$ cat config.mk
export PLATFORM = sky130hd
export DESIGN_NAME = stereo_biquad_filter_core_flat
export DESIGN_NICKNAME = d
export VERILOG_FILES = /design/src/sbq_pkg.sv /design/src/sbq_in_if.sv /design/src/sbq_out_if.sv /design/src/sbq_ctrl.sv /design/src/sbq_datapath.sv /design/src/stereo_biquad_filter_core.sv /design/src/flat_wrapper.sv
export SDC_FILE = /design/constraint.sdc
export NUM_CORES = 2
export LEC_CHECK = 0
export BUFFER_PORTS_ARGS = -buffer_cell sky130_fd_sc_hd__buf_2
export CORE_ASPECT_RATIO = 1.4
export CORE_MARGIN = 8
export CORE_UTILIZATION = 45
export CTS_BUF_LIST = sky130_fd_sc_hd__clkbuf_4
export DETAILED_ROUTE_END_ITERATION = 10
export HOLD_SLACK_MARGIN = 0.03
export PLACE_DENSITY_LB_ADDON = 0.3
export RECOVER_POWER = 25
export SLEW_MARGIN = 20
export SYNTH_ARGS = -nofsm -noshare
export SYNTH_HDL_FRONTEND = slang
export SYNTH_SLANG_ARGS = --single-unit
$ cat constraint.sdc
create_clock -name clk -period 22 [get_ports clk]
set_clock_uncertainty 0.2 [all_clocks]
set_input_delay 3.3 -clock clk [delete_from_list [all_inputs] [get_ports clk]]
set_output_delay 3.3 -clock clk [all_outputs]
set_load 0.02 [all_outputs]
$ cat src/sbq_pkg.sv
// ----------------------------------------------------------------------------
// sbq_pkg
// Shared widths, datapath command encodings and the controller-to-datapath
// command word for the stereo biquad filter.
// ----------------------------------------------------------------------------
package sbq_pkg;

	localparam int SAMPLE_W   = 24;
	localparam int COEF_W     = 32;
	localparam int PROD_W     = SAMPLE_W + COEF_W;
	localparam int PROD_SHIFT = 13;
	localparam int TERM_W     = PROD_W - PROD_SHIFT;
	localparam int STATE_W    = 48;
	localparam int ACC_W      = STATE_W + 2;
	localparam int ROUND_SH   = 16;
	localparam int CFG_IDX_W  = 3;

	// multiplier operand pairs
	typedef enum logic [2:0] {
		MUL_XB0,
		MUL_XB1,
		MUL_XB2,
		MUL_YA1,
		MUL_YA2
	} mul_sel_t;

	// accumulator updates
	typedef enum logic [2:0] {
		ACC_HOLD,
		ACC_P_D1,
		ACC_P_D2,
		ACC_P,
		ACC_SUB_P
	} acc_op_t;

	typedef struct packed {
		logic     load_in;
		mul_sel_t mul_sel;
		acc_op_t  acc_op;
		logic     y_ld;
		logic     d1_wr;
		logic     d2_wr;
		logic     out_ld;
	} sbq_cmd_t;

endpackage

$ cat src/sbq_in_if.sv
// ----------------------------------------------------------------------------
// sbq_in_if
// Input sample stream: valid/ready handshake, one sample word per transfer.
// ----------------------------------------------------------------------------
interface sbq_in_if;
	import sbq_pkg::*;

	logic                       valid;
	logic                       ready;
	logic signed [SAMPLE_W-1:0] sample_in;
	logic                       chan;

	modport source (output valid, output sample_in, output chan, input ready);
	modport sink   (input valid, input sample_in, input chan, output ready);

endinterface

$ cat src/sbq_out_if.sv
// ----------------------------------------------------------------------------
// sbq_out_if
// Output sample stream: valid/ready handshake, one filtered word per transfer.
// ----------------------------------------------------------------------------
interface sbq_out_if;
	import sbq_pkg::*;

	logic                       valid;
	logic                       ready;
	logic signed [SAMPLE_W-1:0] sample_out;
	logic                       chan_out;

	modport source (output valid, output sample_out, output chan_out, input ready);
	modport sink   (input valid, input sample_out, input chan_out, output ready);

endinterface

$ cat src/sbq_ctrl.sv
// ----------------------------------------------------------------------------
// sbq_ctrl
// Sequencer for one biquad update: steps the shared multiplier through the
// five products and hands the result to the output register.
// ----------------------------------------------------------------------------
module sbq_ctrl (
	input  logic              clk,
	input  logic              arst_n,
	input  logic              in_valid,
	output logic              in_ready,
	output logic              out_valid,
	input  logic              out_ready,
	output sbq_pkg::sbq_cmd_t cmd
);
	import sbq_pkg::*;

	typedef enum logic [3:0] {
		ST_IDLE,
		ST_MB0,
		ST_Y,
		ST_SAT,
		ST_MA1,
		ST_MB2,
		ST_MA2,
		ST_FIN,
		ST_WB
	} state_t;

	state_t state_q;
	logic   out_valid_q;
	logic   wb_go;

	assign wb_go     = !out_valid_q || out_ready;
	assign in_ready  = (state_q == ST_IDLE);
	assign out_valid = out_valid_q;

	always_comb begin
		cmd         = '0;
		cmd.mul_sel = MUL_XB0;
		cmd.acc_op  = ACC_HOLD;
		unique case (state_q)
			ST_IDLE: cmd.load_in = in_valid;
			ST_MB0:  cmd.mul_sel = MUL_XB0;
			ST_Y:    cmd.acc_op  = ACC_P_D1;
			ST_SAT: begin
				cmd.y_ld    = 1'b1;
				cmd.mul_sel = MUL_XB1;
			end
			ST_MA1: begin
				cmd.acc_op  = ACC_P_D2;
				cmd.mul_sel = MUL_YA1;
			end
			ST_MB2: begin
				cmd.acc_op  = ACC_SUB_P;
				cmd.mul_sel = MUL_XB2;
			end
			ST_MA2: begin
				cmd.d1_wr   = 1'b1;
				cmd.acc_op  = ACC_P;
				cmd.mul_sel = MUL_YA2;
			end
			ST_FIN:  cmd.acc_op = ACC_SUB_P;
			ST_WB: begin
				cmd.d2_wr  = wb_go;
				cmd.out_ld = wb_go;
			end
			default: cmd.acc_op = ACC_HOLD;
		endcase
	end

	always_ff @(posedge clk or negedge arst_n) begin
		if (!arst_n) begin
			state_q     <= ST_IDLE;
			out_valid_q <= 1'b0;
		end else begin
			unique case (state_q)
				ST_IDLE: if (in_valid) state_q <= ST_MB0;
				ST_MB0:  state_q <= ST_Y;
				ST_Y:    state_q <= ST_SAT;
				ST_SAT:  state_q <= ST_MA1;
				ST_MA1:  state_q <= ST_MB2;
				ST_MB2:  state_q <= ST_MA2;
				ST_MA2:  state_q <= ST_FIN;
				ST_FIN:  state_q <= ST_WB;
				ST_WB:   if (wb_go) state_q <= ST_IDLE;
				default: state_q <= ST_IDLE;
			endcase
			if (state_q == ST_WB && wb_go) begin
				out_valid_q <= 1'b1;
			end else if (out_ready) begin
				out_valid_q <= 1'b0;
			end
		end
	end

endmodule

$ cat src/sbq_datapath.sv
// ----------------------------------------------------------------------------
// sbq_datapath
// Coefficient registers, per-channel delay state, one shared 24x32
// multiplier, the 50-bit accumulator, rounding/saturation and output word.
// ----------------------------------------------------------------------------
module sbq_datapath #(
	parameter int CHANNELS = 2
) (
	input  logic                                clk,
	input  logic                                arst_n,
	input  sbq_pkg::sbq_cmd_t                   cmd,
	input  logic                                cfg_we,
	input  logic [sbq_pkg::CFG_IDX_W-1:0]       cfg_index,
	input  logic [sbq_pkg::COEF_W-1:0]          cfg_wdata,
	input  logic signed [sbq_pkg::SAMPLE_W-1:0] sample_in,
	input  logic                                chan,
	output logic signed [sbq_pkg::SAMPLE_W-1:0] sample_out,
	output logic                                chan_out
);
	import sbq_pkg::*;

	localparam int IDX_W = (CHANNELS > 1) ? $clog2(CHANNELS) : 1;

	localparam logic [CFG_IDX_W-1:0] REG_B0 = CFG_IDX_W'(0);
	localparam logic [CFG_IDX_W-1:0] REG_B1 = CFG_IDX_W'(1);
	localparam logic [CFG_IDX_W-1:0] REG_B2 = CFG_IDX_W'(2);
	localparam logic [CFG_IDX_W-1:0] REG_A1 = CFG_IDX_W'(3);
	localparam logic [CFG_IDX_W-1:0] REG_A2 = CFG_IDX_W'(4);

	localparam logic signed [COEF_W-1:0] B0_RESET = COEF_W'(536870912);

	logic signed [COEF_W-1:0]   b0_q, b1_q, b2_q, a1_q, a2_q;
	logic signed [STATE_W-1:0]  d1_q [CHANNELS];
	logic signed [STATE_W-1:0]  d2_q [CHANNELS];

	logic signed [SAMPLE_W-1:0] x_q, y_q;
	logic                       chan_q, ch_ok_q;
	logic signed [PROD_W-1:0]   p_q;
	logic signed [ACC_W-1:0]    acc_q;
	logic signed [SAMPLE_W-1:0] out_sample_q;
	logic                       out_chan_q;

	logic [IDX_W-1:0]             rd_idx;
	logic signed [SAMPLE_W-1:0]   op_a;
	logic signed [COEF_W-1:0]     op_b;
	logic signed [PROD_W-1:0]     prod;
	logic signed [TERM_W-1:0]     term;
	logic signed [ACC_W-1:0]      term_x;
	logic signed [ACC_W-1:0]      d1_x, d2_x;
	logic signed [ACC_W-1:0]      rnd;
	logic signed [ACC_W-ROUND_SH-1:0] rnd_sh;
	logic signed [SAMPLE_W-1:0]   y_sat;
	logic signed [STATE_W-1:0]    st_sat;

	// out-of-range channels read entry 0 and never write
	assign rd_idx = ch_ok_q ? IDX_W'(chan_q) : '0;

	always_comb begin
		unique case (cmd.mul_sel)
			MUL_XB0: begin op_a = x_q; op_b = b0_q; end
			MUL_XB1: begin op_a = x_q; op_b = b1_q; end
			MUL_XB2: begin op_a = x_q; op_b = b2_q; end
			MUL_YA1: begin op_a = y_q; op_b = a1_q; end
			MUL_YA2: begin op_a = y_q; op_b = a2_q; end
			default: begin op_a = x_q; op_b = b0_q; end
		endcase
	end

	assign prod   = PROD_W'(op_a) * PROD_W'(op_b);
	// dropping low bits of a two's complement value is a floor shift
	assign term   = p_q[PROD_W-1:PROD_SHIFT];
	assign term_x = {{(ACC_W-TERM_W){term[TERM_W-1]}}, term};
	assign d1_x   = {{(ACC_W-STATE_W){d1_q[rd_idx][STATE_W-1]}}, d1_q[rd_idx]};
	assign d2_x   = {{(ACC_W-STATE_W){d2_q[rd_idx][STATE_W-1]}}, d2_q[rd_idx]};

	// round half up, then clamp to the 24-bit range
	assign rnd    = acc_q + ACC_W'(32768);
	assign rnd_sh = rnd[ACC_W-1:ROUND_SH];

	always_comb begin
		if (rnd_sh[ACC_W-ROUND_SH-1:SAMPLE_W-1] == '0 ||
		    rnd_sh[ACC_W-ROUND_SH-1:SAMPLE_W-1] == '1) begin
			y_sat = rnd_sh[SAMPLE_W-1:0];
		end else if (rnd_sh[ACC_W-ROUND_SH-1]) begin
			y_sat = {1'b1, {(SAMPLE_W-1){1'b0}}};
		end else begin
			y_sat = {1'b0, {(SAMPLE_W-1){1'b1}}};
		end
	end

	always_comb begin
		if (acc_q[ACC_W-1:STATE_W-1] == '0 || acc_q[ACC_W-1:STATE_W-1] == '1) begin
			st_sat = acc_q[STATE_W-1:0];
		end else if (acc_q[ACC_W-1]) begin
			st_sat = {1'b1, {(STATE_W-1){1'b0}}};
		end else begin
			st_sat = {1'b0, {(STATE_W-1){1'b1}}};
		end
	end

	always_ff @(posedge clk or negedge arst_n) begin
		if (!arst_n) begin
			b0_q <= B0_RESET;
			b1_q <= '0;
			b2_q <= '0;
			a1_q <= '0;
			a2_q <= '0;
		end else if (cfg_we) begin
			unique case (cfg_index)
				REG_B0:  b0_q <= cfg_wdata;
				REG_B1:  b1_q <= cfg_wdata;
				REG_B2:  b2_q <= cfg_wdata;
				REG_A1:  a1_q <= cfg_wdata;
				REG_A2:  a2_q <= cfg_wdata;
				default: ;
			endcase
		end
	end

	always_ff @(posedge clk or negedge arst_n) begin
		if (!arst_n) begin
			for (int i = 0; i < CHANNELS; i++) begin
				d1_q[i] <= '0;
				d2_q[i] <= '0;
			end
		end else begin
			if (cmd.d1_wr && ch_ok_q) d1_q[rd_idx] <= st_sat;
			if (cmd.d2_wr && ch_ok_q) d2_q[rd_idx] <= st_sat;
		end
	end

	always_ff @(posedge clk) begin
		if (cmd.load_in) begin
			x_q     <= sample_in;
			chan_q  <= chan;
			ch_ok_q <= (CHANNELS > 1) || !chan;
		end
		p_q <= prod;
		unique case (cmd.acc_op)
			ACC_P_D1:  acc_q <= term_x + d1_x;
			ACC_P_D2:  acc_q <= term_x + d2_x;
			ACC_P:     acc_q <= term_x;
			ACC_SUB_P: acc_q <= acc_q - term_x;
			default:   acc_q <= acc_q;
		endcase
		if (cmd.y_ld) y_q <= y_sat;
		if (cmd.out_ld) begin
			out_sample_q <= ch_ok_q ? y_q : '0;
			out_chan_q   <= chan_q;
		end
	end

	assign sample_out = out_sample_q;
	assign chan_out   = out_chan_q;

endmodule

$ cat src/stereo_biquad_filter_core.sv
// ----------------------------------------------------------------------------
// stereo_biquad_filter_core
// Two-channel transposed direct form II biquad with shared Q2.29 coefficients.
//
//   port   dir   handshake     word
//   din    in    valid/ready   sample_in[23:0], chan
//   dout   out   valid/ready   sample_out[23:0], chan_out
//   cfg    in    cfg_we only   cfg_index[2:0], cfg_wdata[31:0]
//
// A sample is accepted from idle; the single shared multiplier then runs the five
// products in sequence, followed by the round/clamp steps, before the result is
// valid in the output register.
// A new sample is accepted once the previous one has reached the output
// register; a stalled dout holds the core in write-back until it drains.
// Reset clears the delay state of every channel and loads default coefficients.
// ----------------------------------------------------------------------------
module stereo_biquad_filter_core #(
	parameter int CHANNELS = 2
) (
	input  logic                          clk,
	input  logic                          arst_n,
	input  logic                          cfg_we,
	input  logic [sbq_pkg::CFG_IDX_W-1:0] cfg_index,
	input  logic [sbq_pkg::COEF_W-1:0]    cfg_wdata,
	sbq_in_if.sink                        din,
	sbq_out_if.source                     dout
);
	import sbq_pkg::*;

	sbq_cmd_t cmd;

	sbq_ctrl u_ctrl (
		.clk       (clk),
		.arst_n    (arst_n),
		.in_valid  (din.valid),
		.in_ready  (din.ready),
		.out_valid (dout.valid),
		.out_ready (dout.ready),
		.cmd       (cmd)
	);

	sbq_datapath #(
		.CHANNELS (CHANNELS)
	) u_datapath (
		.clk        (clk),
		.arst_n     (arst_n),
		.cmd        (cmd),
		.cfg_we     (cfg_we),
		.cfg_index  (cfg_index),
		.cfg_wdata  (cfg_wdata),
		.sample_in  (din.sample_in),
		.chan       (din.chan),
		.sample_out (dout.sample_out),
		.chan_out   (dout.chan_out)
	);

`ifndef ASSERT_OFF
	// a word is loaded only from the idle state, and then the core is busy
	a_accept_busy: assert property (@(posedge clk) disable iff (!arst_n)
		(din.valid && din.ready) |=> !din.ready)
		else $error("input accepted twice in a row");

	// never overwrite a result that has not been taken
	a_no_overwrite: assert property (@(posedge clk) disable iff (!arst_n)
		cmd.out_ld |-> (!dout.valid || dout.ready))
		else $error("output word overwritten");

	// second delay write-back coincides with handing the word out
	a_wb_with_out: assert property (@(posedge clk) disable iff (!arst_n)
		cmd.d2_wr |-> cmd.out_ld)
		else $error("state written without result");

	// loading an input and writing state never overlap
	a_load_vs_wr: assert property (@(posedge clk) disable iff (!arst_n)
		cmd.load_in |-> !(cmd.d1_wr || cmd.d2_wr || cmd.out_ld))
		else $error("input load during write-back");
`endif

endmodule
$ cat src/flat_wrapper.sv
// flat-port wrapper written by rule: the top's interface ports become plain ports
module stereo_biquad_filter_core_flat import sbq_pkg::*;
#(
	parameter int CHANNELS = 2
)
  (clk, arst_n, cfg_we, cfg_index, cfg_wdata, din_valid, din_sample_in, din_chan, din_ready, dout_valid, dout_sample_out, dout_chan_out, dout_ready);
  sbq_in_if din_i ();
  sbq_out_if dout_i ();
  input  logic clk;
  input  logic arst_n;
  input  logic cfg_we;
  input  logic [sbq_pkg::CFG_IDX_W-1:0] cfg_index;
  input  logic [sbq_pkg::COEF_W-1:0] cfg_wdata;
  input wire logic [$bits(din_i.valid)-1:0] din_valid;
  input wire logic [$bits(din_i.sample_in)-1:0] din_sample_in;
  input wire logic [$bits(din_i.chan)-1:0] din_chan;
  output wire logic [$bits(din_i.ready)-1:0] din_ready;
  output wire logic [$bits(dout_i.valid)-1:0] dout_valid;
  output wire logic [$bits(dout_i.sample_out)-1:0] dout_sample_out;
  output wire logic [$bits(dout_i.chan_out)-1:0] dout_chan_out;
  input wire logic [$bits(dout_i.ready)-1:0] dout_ready;
  assign din_i.valid = din_valid;
  assign din_i.sample_in = din_sample_in;
  assign din_i.chan = din_chan;
  assign din_ready = din_i.ready;
  assign dout_valid = dout_i.valid;
  assign dout_sample_out = dout_i.sample_out;
  assign dout_chan_out = dout_i.chan_out;
  assign dout_i.ready = dout_ready;
  stereo_biquad_filter_core #(.CHANNELS(CHANNELS)) u_core (.clk(clk), .arst_n(arst_n), .cfg_we(cfg_we), .cfg_index(cfg_index), .cfg_wdata(cfg_wdata), .din(din_i), .dout(dout_i));
endmodule
Yosys cells after proc, flatten, opt, wreduce, memory -nomap -nowiden
Index checks and enable logic that the tools add are counted.

Register bits after elaboration: 537. Word-level logic and storage cells: 98. Input bits: 65.

Mux-type cells: 28. $lt $le $gt $ge: 2. $mul: 1. Eq/ne operators: 24. Reductions and logical operators: 20. Bitwise operators: 1. Add/sub/neg operators: 4.

Operators with widths (count): 48-bit 2-to-1 mux (9); 50-bit case mux with 4 select lines (1); 96-bit bitwise mux (2); 32-bit case mux with 4 select lines (1); 43-bit by 48-bit adder with 49-bit output (2); 24-bit 2-to-1 mux (3); 24-bit by 32-bit multiplier with 56-bit output (1); 50-bit by 17-bit adder with 50-bit output (second input constant) (1); 50-bit by 43-bit subtractor with 50-bit output (1); 48-bit demux with 1-bit select (1); 4-bit case mux with 9 select lines (1); 3-bit case mux with 4 select lines (2); 3-bit by 2-bit == test with 1-bit output (second input constant) (6); 4-bit by 3-bit == test with 1-bit output (second input constant) (4); 3-bit == test (second input constant) (4); 2-bit AND reduction (6); 11-bit == test (second input constant) (1); 11-bit logical NOT (1); 3-bit by 1-bit == test with 1-bit output (second input constant) (3); 4-bit by 2-bit == test with 1-bit output (second input constant) (2); 4-bit 2-to-1 mux (2); 3-bit logical NOT (2); 1-bit 2-to-1 mux (5); 4-bit by 1-bit == test with 1-bit output (second input constant) (1); other kinds (13) (18).

Depth between registers and ports, before layout
Depth after elaboration: 6. Gate-level depth with buffers: 37.

Cells and area by module
A second synthesis with hierarchy kept.

Cell total of the unflattened synthesis: 6111. Area total of the unflattened synthesis: 56887.1 sq um.

Modules (own cells, without submodules): sbq_datapath (cells each 6076, seq. area each 13394.1 sq um, times used 1, area each 56573.0 sq um); sbq_ctrl (cells each 35, seq. area each 125.1 sq um, times used 1, area each 314.1 sq um).

Worst setup path after synthesis
Ideal clock, no wire load.

Kind: reg2reg. Start: register u_core.u_ctrl.state_q[1]. End: register u_core.u_datapath.p_q[51]. Data arrival time: 8374 ps. Path buffers: 6. Stages on the path, launching flop included: 33. Setup slack: 13353 ps. Library setup time: 72 ps. Cell sequence: dfrtp_1 buf_2 clkbuf_1 buf_1 clkbuf_1 clkbuf_1 a211oi_1 a21oi_1 clkbuf_1 nor2_1 fa_1 inv_1 fa_1 fa_1 inv_1 fa_1 fa_1 fa_1 inv_1 fa_1 inv_1 ha_1 a211oi_1 nor3_1 a211oi_1 nand2_1 o21ai_0 o31ai_4 a31oi_4 o21ai_2 a31o_2 a21oi_2 xnor2_1.

Cells in the longest elaborated chain, start to end: 6.

RTL lines: start, declared (line sbq_ctrl.sv:29) `state_t state_q;`; start signal, assigned (line sbq_ctrl.sv:73) `state_q <= ST_IDLE;`; start signal, assigned (line sbq_ctrl.sv:77) `ST_IDLE: if (in_valid) state_q <= ST_MB0;`; start signal, assigned (line sbq_ctrl.sv:78) `ST_MB0: state_q <= ST_Y;`; 4-bit by 3-bit == test with 1-bit output or 4-bit by 2-bit == test with 1-bit output (tied branches) (line sbq_ctrl.sv:41) `unique case (state_q)`; 3-bit case mux with 4 select lines (*) (line sbq_ctrl.sv:41); 3-bit == test or 3-bit by 2-bit == test with 1-bit output (tied branches) (line sbq_datapath.sv:59) `unique case (cmd.mul_sel)`; 2-bit OR reduction (no source line); 24-bit 2-to-1 mux (line sbq_datapath.sv:59); 24-bit by 32-bit multiplier with 56-bit output (*) (line sbq_datapath.sv:69) `assign prod = PROD_W'(op_a) * PROD_W'(op_b);`; named net u_core.u_datapath.prod[51] (line sbq_datapath.sv:46) `logic signed [PROD_W-1:0] prod;`; end signal, assigned (line sbq_datapath.sv:138) `p_q <= prod;`; end, declared (line sbq_datapath.sv:38) `logic signed [PROD_W-1:0] p_q;`.

The timed path passes the listed nets; every way through them passes the cells marked *. A chain may end at the register's enable or synchronous reset.

Final worst setup path
Same ends and word-level chain as after synthesis.

==> summary.md <==
| Metric | Value |
|---|---|
| Status | `finished, violations left` |
| Failing checks | `capacitance limit, slew limit` |
| DP HPWL | `between 100 and 150 mm` |
| Die area | `138000 um^2` |
| Min-Delay Path Class | `register to register` |
| Fmax | `roughly 71 MHz` |
| Post-synth top flop | `dfrtp_1` |
| Largest family of logic cells by synthesized area | `adder cells` |
| Setup Fix Bufs, Post-CTS | `0` |
| Wire length per cell | `~24 um` |
| Max-cap violations | `13` |
| Multiplexer area fraction after synthesis | `0.0678` |
| Final WL | `approximately 180 mm` |
| DR pass1 iterations | `8` |
| Count of final max-slew check failures | `approximately 660` |
| RR Startpoint | `u_core.u_ctrl.state_q[1]` |
| IO Pins | `approximately 90` |
| Post-Synth Simple-Gate Area | `0.114` |
| Post-synth ARST share | `0.681` |
| Hold-fix buffers, CTS | `0` |
| DRC violations left | `0` |
| Yosys reg bits | `roughly 520` |
| Largest stage delay on the critical path | `between 2 and 2.5 ns` |
| Clock Latency Late Sink | `approximately 1.2 ns` |
| Initial core utilization | `0.451` |
| Largest net degree at the start of global routing | `around 100` |
| Post-synth EDFFs | `124` |
| Sink Count | `between 500 and 600` |
| DRT antenna net count | `0` |
| Buf+Inv Stages, Crit Path | `7` |
| DR vias/cell | `between 5 and 6` |
| Syn Inst Count | `roughly 6000` |
| Slew headroom | `-3.71` |
| Tcrit/Tclk final | `0.637` |
| Unique masters post-synth | `around 100` |
| Global Route Usage Sum | `0.269` |
| Compound-Gate Fraction of Synth Area | `0.129` |
| CP Capture Type | `register` |
| Xor/xnor cell area share of the yosys netlist | `0.0308` |
| Mean Syn Cell Area | `9.48 um^2` |
| RSZ-0062 raised after global routing | `no` |
| Initial antenna violation count | `6` |
| Post-Syn Area | `about 57000 um^2` |
| Fillers | `11852` |
| Most used cell, CP | `fa_1` |
| Area grow syn2layout | `7.13%` |
| Worst Tran Pin Value | `~7.1 ns` |
| Port bufs | `between 90 and 100` |
| First-pass GRT wire length | `approximately 280 mm` |
| CTS tree | `built` |
| Slowest-stage cell, CP | `clkbuf_1` |
| Clk slew on worst S/H paths | `about 0.070 ns` |
| DR iter-0 viols | `3624` |
| CP Launch Type | `register` |
| Multi-input logic area | `just under 40000 um^2` |
| Worst-path fanout max | `40` |
| Synth Net Count | `about 7100` |
| Delay-heaviest family, CP | `adder cells` |
| Post-layout min period | `between 10 and 15 ns` |
| Hold Startpoint | `u_core.u_datapath.d1_q[71]` |
| Die Y | `~440 um` |
| GPL Wtd Cong | `roughly 0.96` |
| Post-cts sizing count | `0` |
| CP Launch Point | `u_core.u_ctrl.state_q[1]` |
| Via count | `44962` |
| Hold Vio Cnt, Final | `0` |
| Share of cells above drive strength 1 | `0.128` |
| Clk buf depth | `3` |
| CTS root buf | `clkbuf_4` |
| Max H-tree Level | `4` |
| Nets | `between 7000 and 8000` |
| Adder-Cell Fraction of Synth Area | `0.342` |
| Seq/Total Area, Yosys | `0.239` |
| Crit Path Class | `register to register` |
| Total CTS buffers | `around 140` |
| Reg area | `13500 um^2` |
| Vias in the first global route | `~48000` |
| Final setup TNS | `0 ns` |
| WP data arrival | `14.86 ns` |
| Critical Path RT | `approximately 23 ns` |
| Yosys warns | `0` |
| Core Region | `125000 um^2` |
| Floorplan die width | `around 320 um` |
| Rows | `about 150` |
| GRT Residual Overflow | `0` |
| Final setup violation count | `0` |
==> layout make-up <==
cell class                 count  area share
multi-input combinational   4286       0.641
sequential                   524       0.223
inverter                     854      0.0529
tap                         1638      0.0338
clock buffer                 196      0.0243
timing repair buffer         178      0.0187
clock inverter                40     0.00606
antenna                        7    0.000289
==> flip-flops by register name, summed over array words and instances (netlist names) <==
name,flops
u_core.u_ctrl.state_q,4
u_core.u_datapath.b0_q,32
u_core.u_datapath.a2_q,32
u_core.u_ctrl.out_valid,1
u_core.u_datapath.b1_q,32
u_core.u_datapath.sample_out,24
u_core.u_datapath.chan_out,1
u_core.u_datapath.d1_q,96
u_core.u_datapath.x_q,24
u_core.u_datapath.chan_q,1
u_core.u_datapath.y_q,24
u_core.u_datapath.b2_q,32
u_core.u_datapath.p_q,43
u_core.u_datapath.a1_q,32
u_core.u_datapath.d2_q,96
u_core.u_datapath.acc_q,50
==> worst paths after layout <==
kind                       depth (start not counted)  slack, ns                          to
max                                               31       7.99   u_core.u_datapath.p_q[51]
min                                                2       0.27  u_core.u_datapath.d1_q[71]
max reg2reg                                       31       7.99   u_core.u_datapath.p_q[51]
min reg2reg                                        2       0.27  u_core.u_datapath.d1_q[71]
max in group asynchronous                          2      11.06    u_core.u_ctrl.state_q[0]
min in group asynchronous                          1       3.90  u_core.u_datapath.b2_q[28]
==> placed cells by master, fill, tap and decap left out, types with 84 or more instances in the layout <==
master,count
a21o_1,149
a21oi_1,210
buf_2,86
clkbuf_4,196
dfrtp_1,355
edfxtp_1,124
fa_1,785
ha_1,292
inv_1,851
mux2_2,309
nand2_1,700
nor2_1,511
o21ai_0,364
xnor2_1,115
xor2_1,84
==> worst register-to-register path: cells and delay by family, from the launching register on <==
kind / cells / cell delay [ns]
simple gates: 3 / 1.31
buf+inv: 7 / 3.86
flops: 1 / 1.00
xor+xnor: 1 / 0.12
fa+ha+maj: 8 / 3.90
compound gates: 12 / 3.48
==> kinds of logic (layout without fill, tap and decap cells) <==
group                      Yosys count  after routing
and+or+nand+nor                   1525           1525
buffers and inverters             1161           1268
AOI/OAI and AO/OA                 1140           1140
adders and majority gates         1077           1077
DFF                                524            524
muxes                              345            345
xor gates and xnor gates           199            199
other                                0              7
==> per-layer routing <==
metal | wire length [um] | global-route usage | share of wire
met1 | 66100 | 0.304 | 0.36
met5 | 0 | 0 | 0
met3 | 13300 | 0.0497 | 0.072
met2 | 87700 | 0.451 | 0.48
met4 | 16700 | 0.201 | 0.091
==> cells in the mapped netlist, types with 25 or more instances <==
library cell    n  area, um^2
o21ai_0       369        1850
edfxtp_1      124        3720
ha_1          292        3650
and3_1         33         206
mux2i_1        35         350
dfxtp_1        43         861
nand2b_1       38         238
a31oi_1        30         188
nor2b_1        27         169
o21a_1         32         240
nand3_1        54         270
inv_1         851        3190
dfrtp_1       356        8910
fa_1          785       15700
a21oi_1       220        1100
clkbuf_1      269        1010
o21bai_1       35         263
o22ai_1        39         244
a21o_1        149        1120
nand2_1       702        2640
xor2_1         84         736
nand4_1        41         257
a211oi_1       32         240
buf_1          25        93.8
or3_1          26         163
o21ai_1        54         270
nor2_1        516        1940
xnor2_1       115        1010
mux2_2        309        3480
==> metrics by stage <==
step           hold WS, ns  cell area, um^2  cells  setup WS, ns   util
5_1_grt              0.292            60600   7719          7.38  0.483
6_report             0.273            60700   7723          7.99  0.484
4_1_cts              0.279            60600   7713         11.06  0.483
3_5_place_dp         0.265            58800   7477         11.17  0.469
3_3_place_gp         0.255            58800   7476         11.00  0.469
2_1_floorplan        0.220            56600   5971         13.35      -
Power is not shown: default switching activity piles up to over one toggle a cycle in this logic, so the estimate is an artifact.
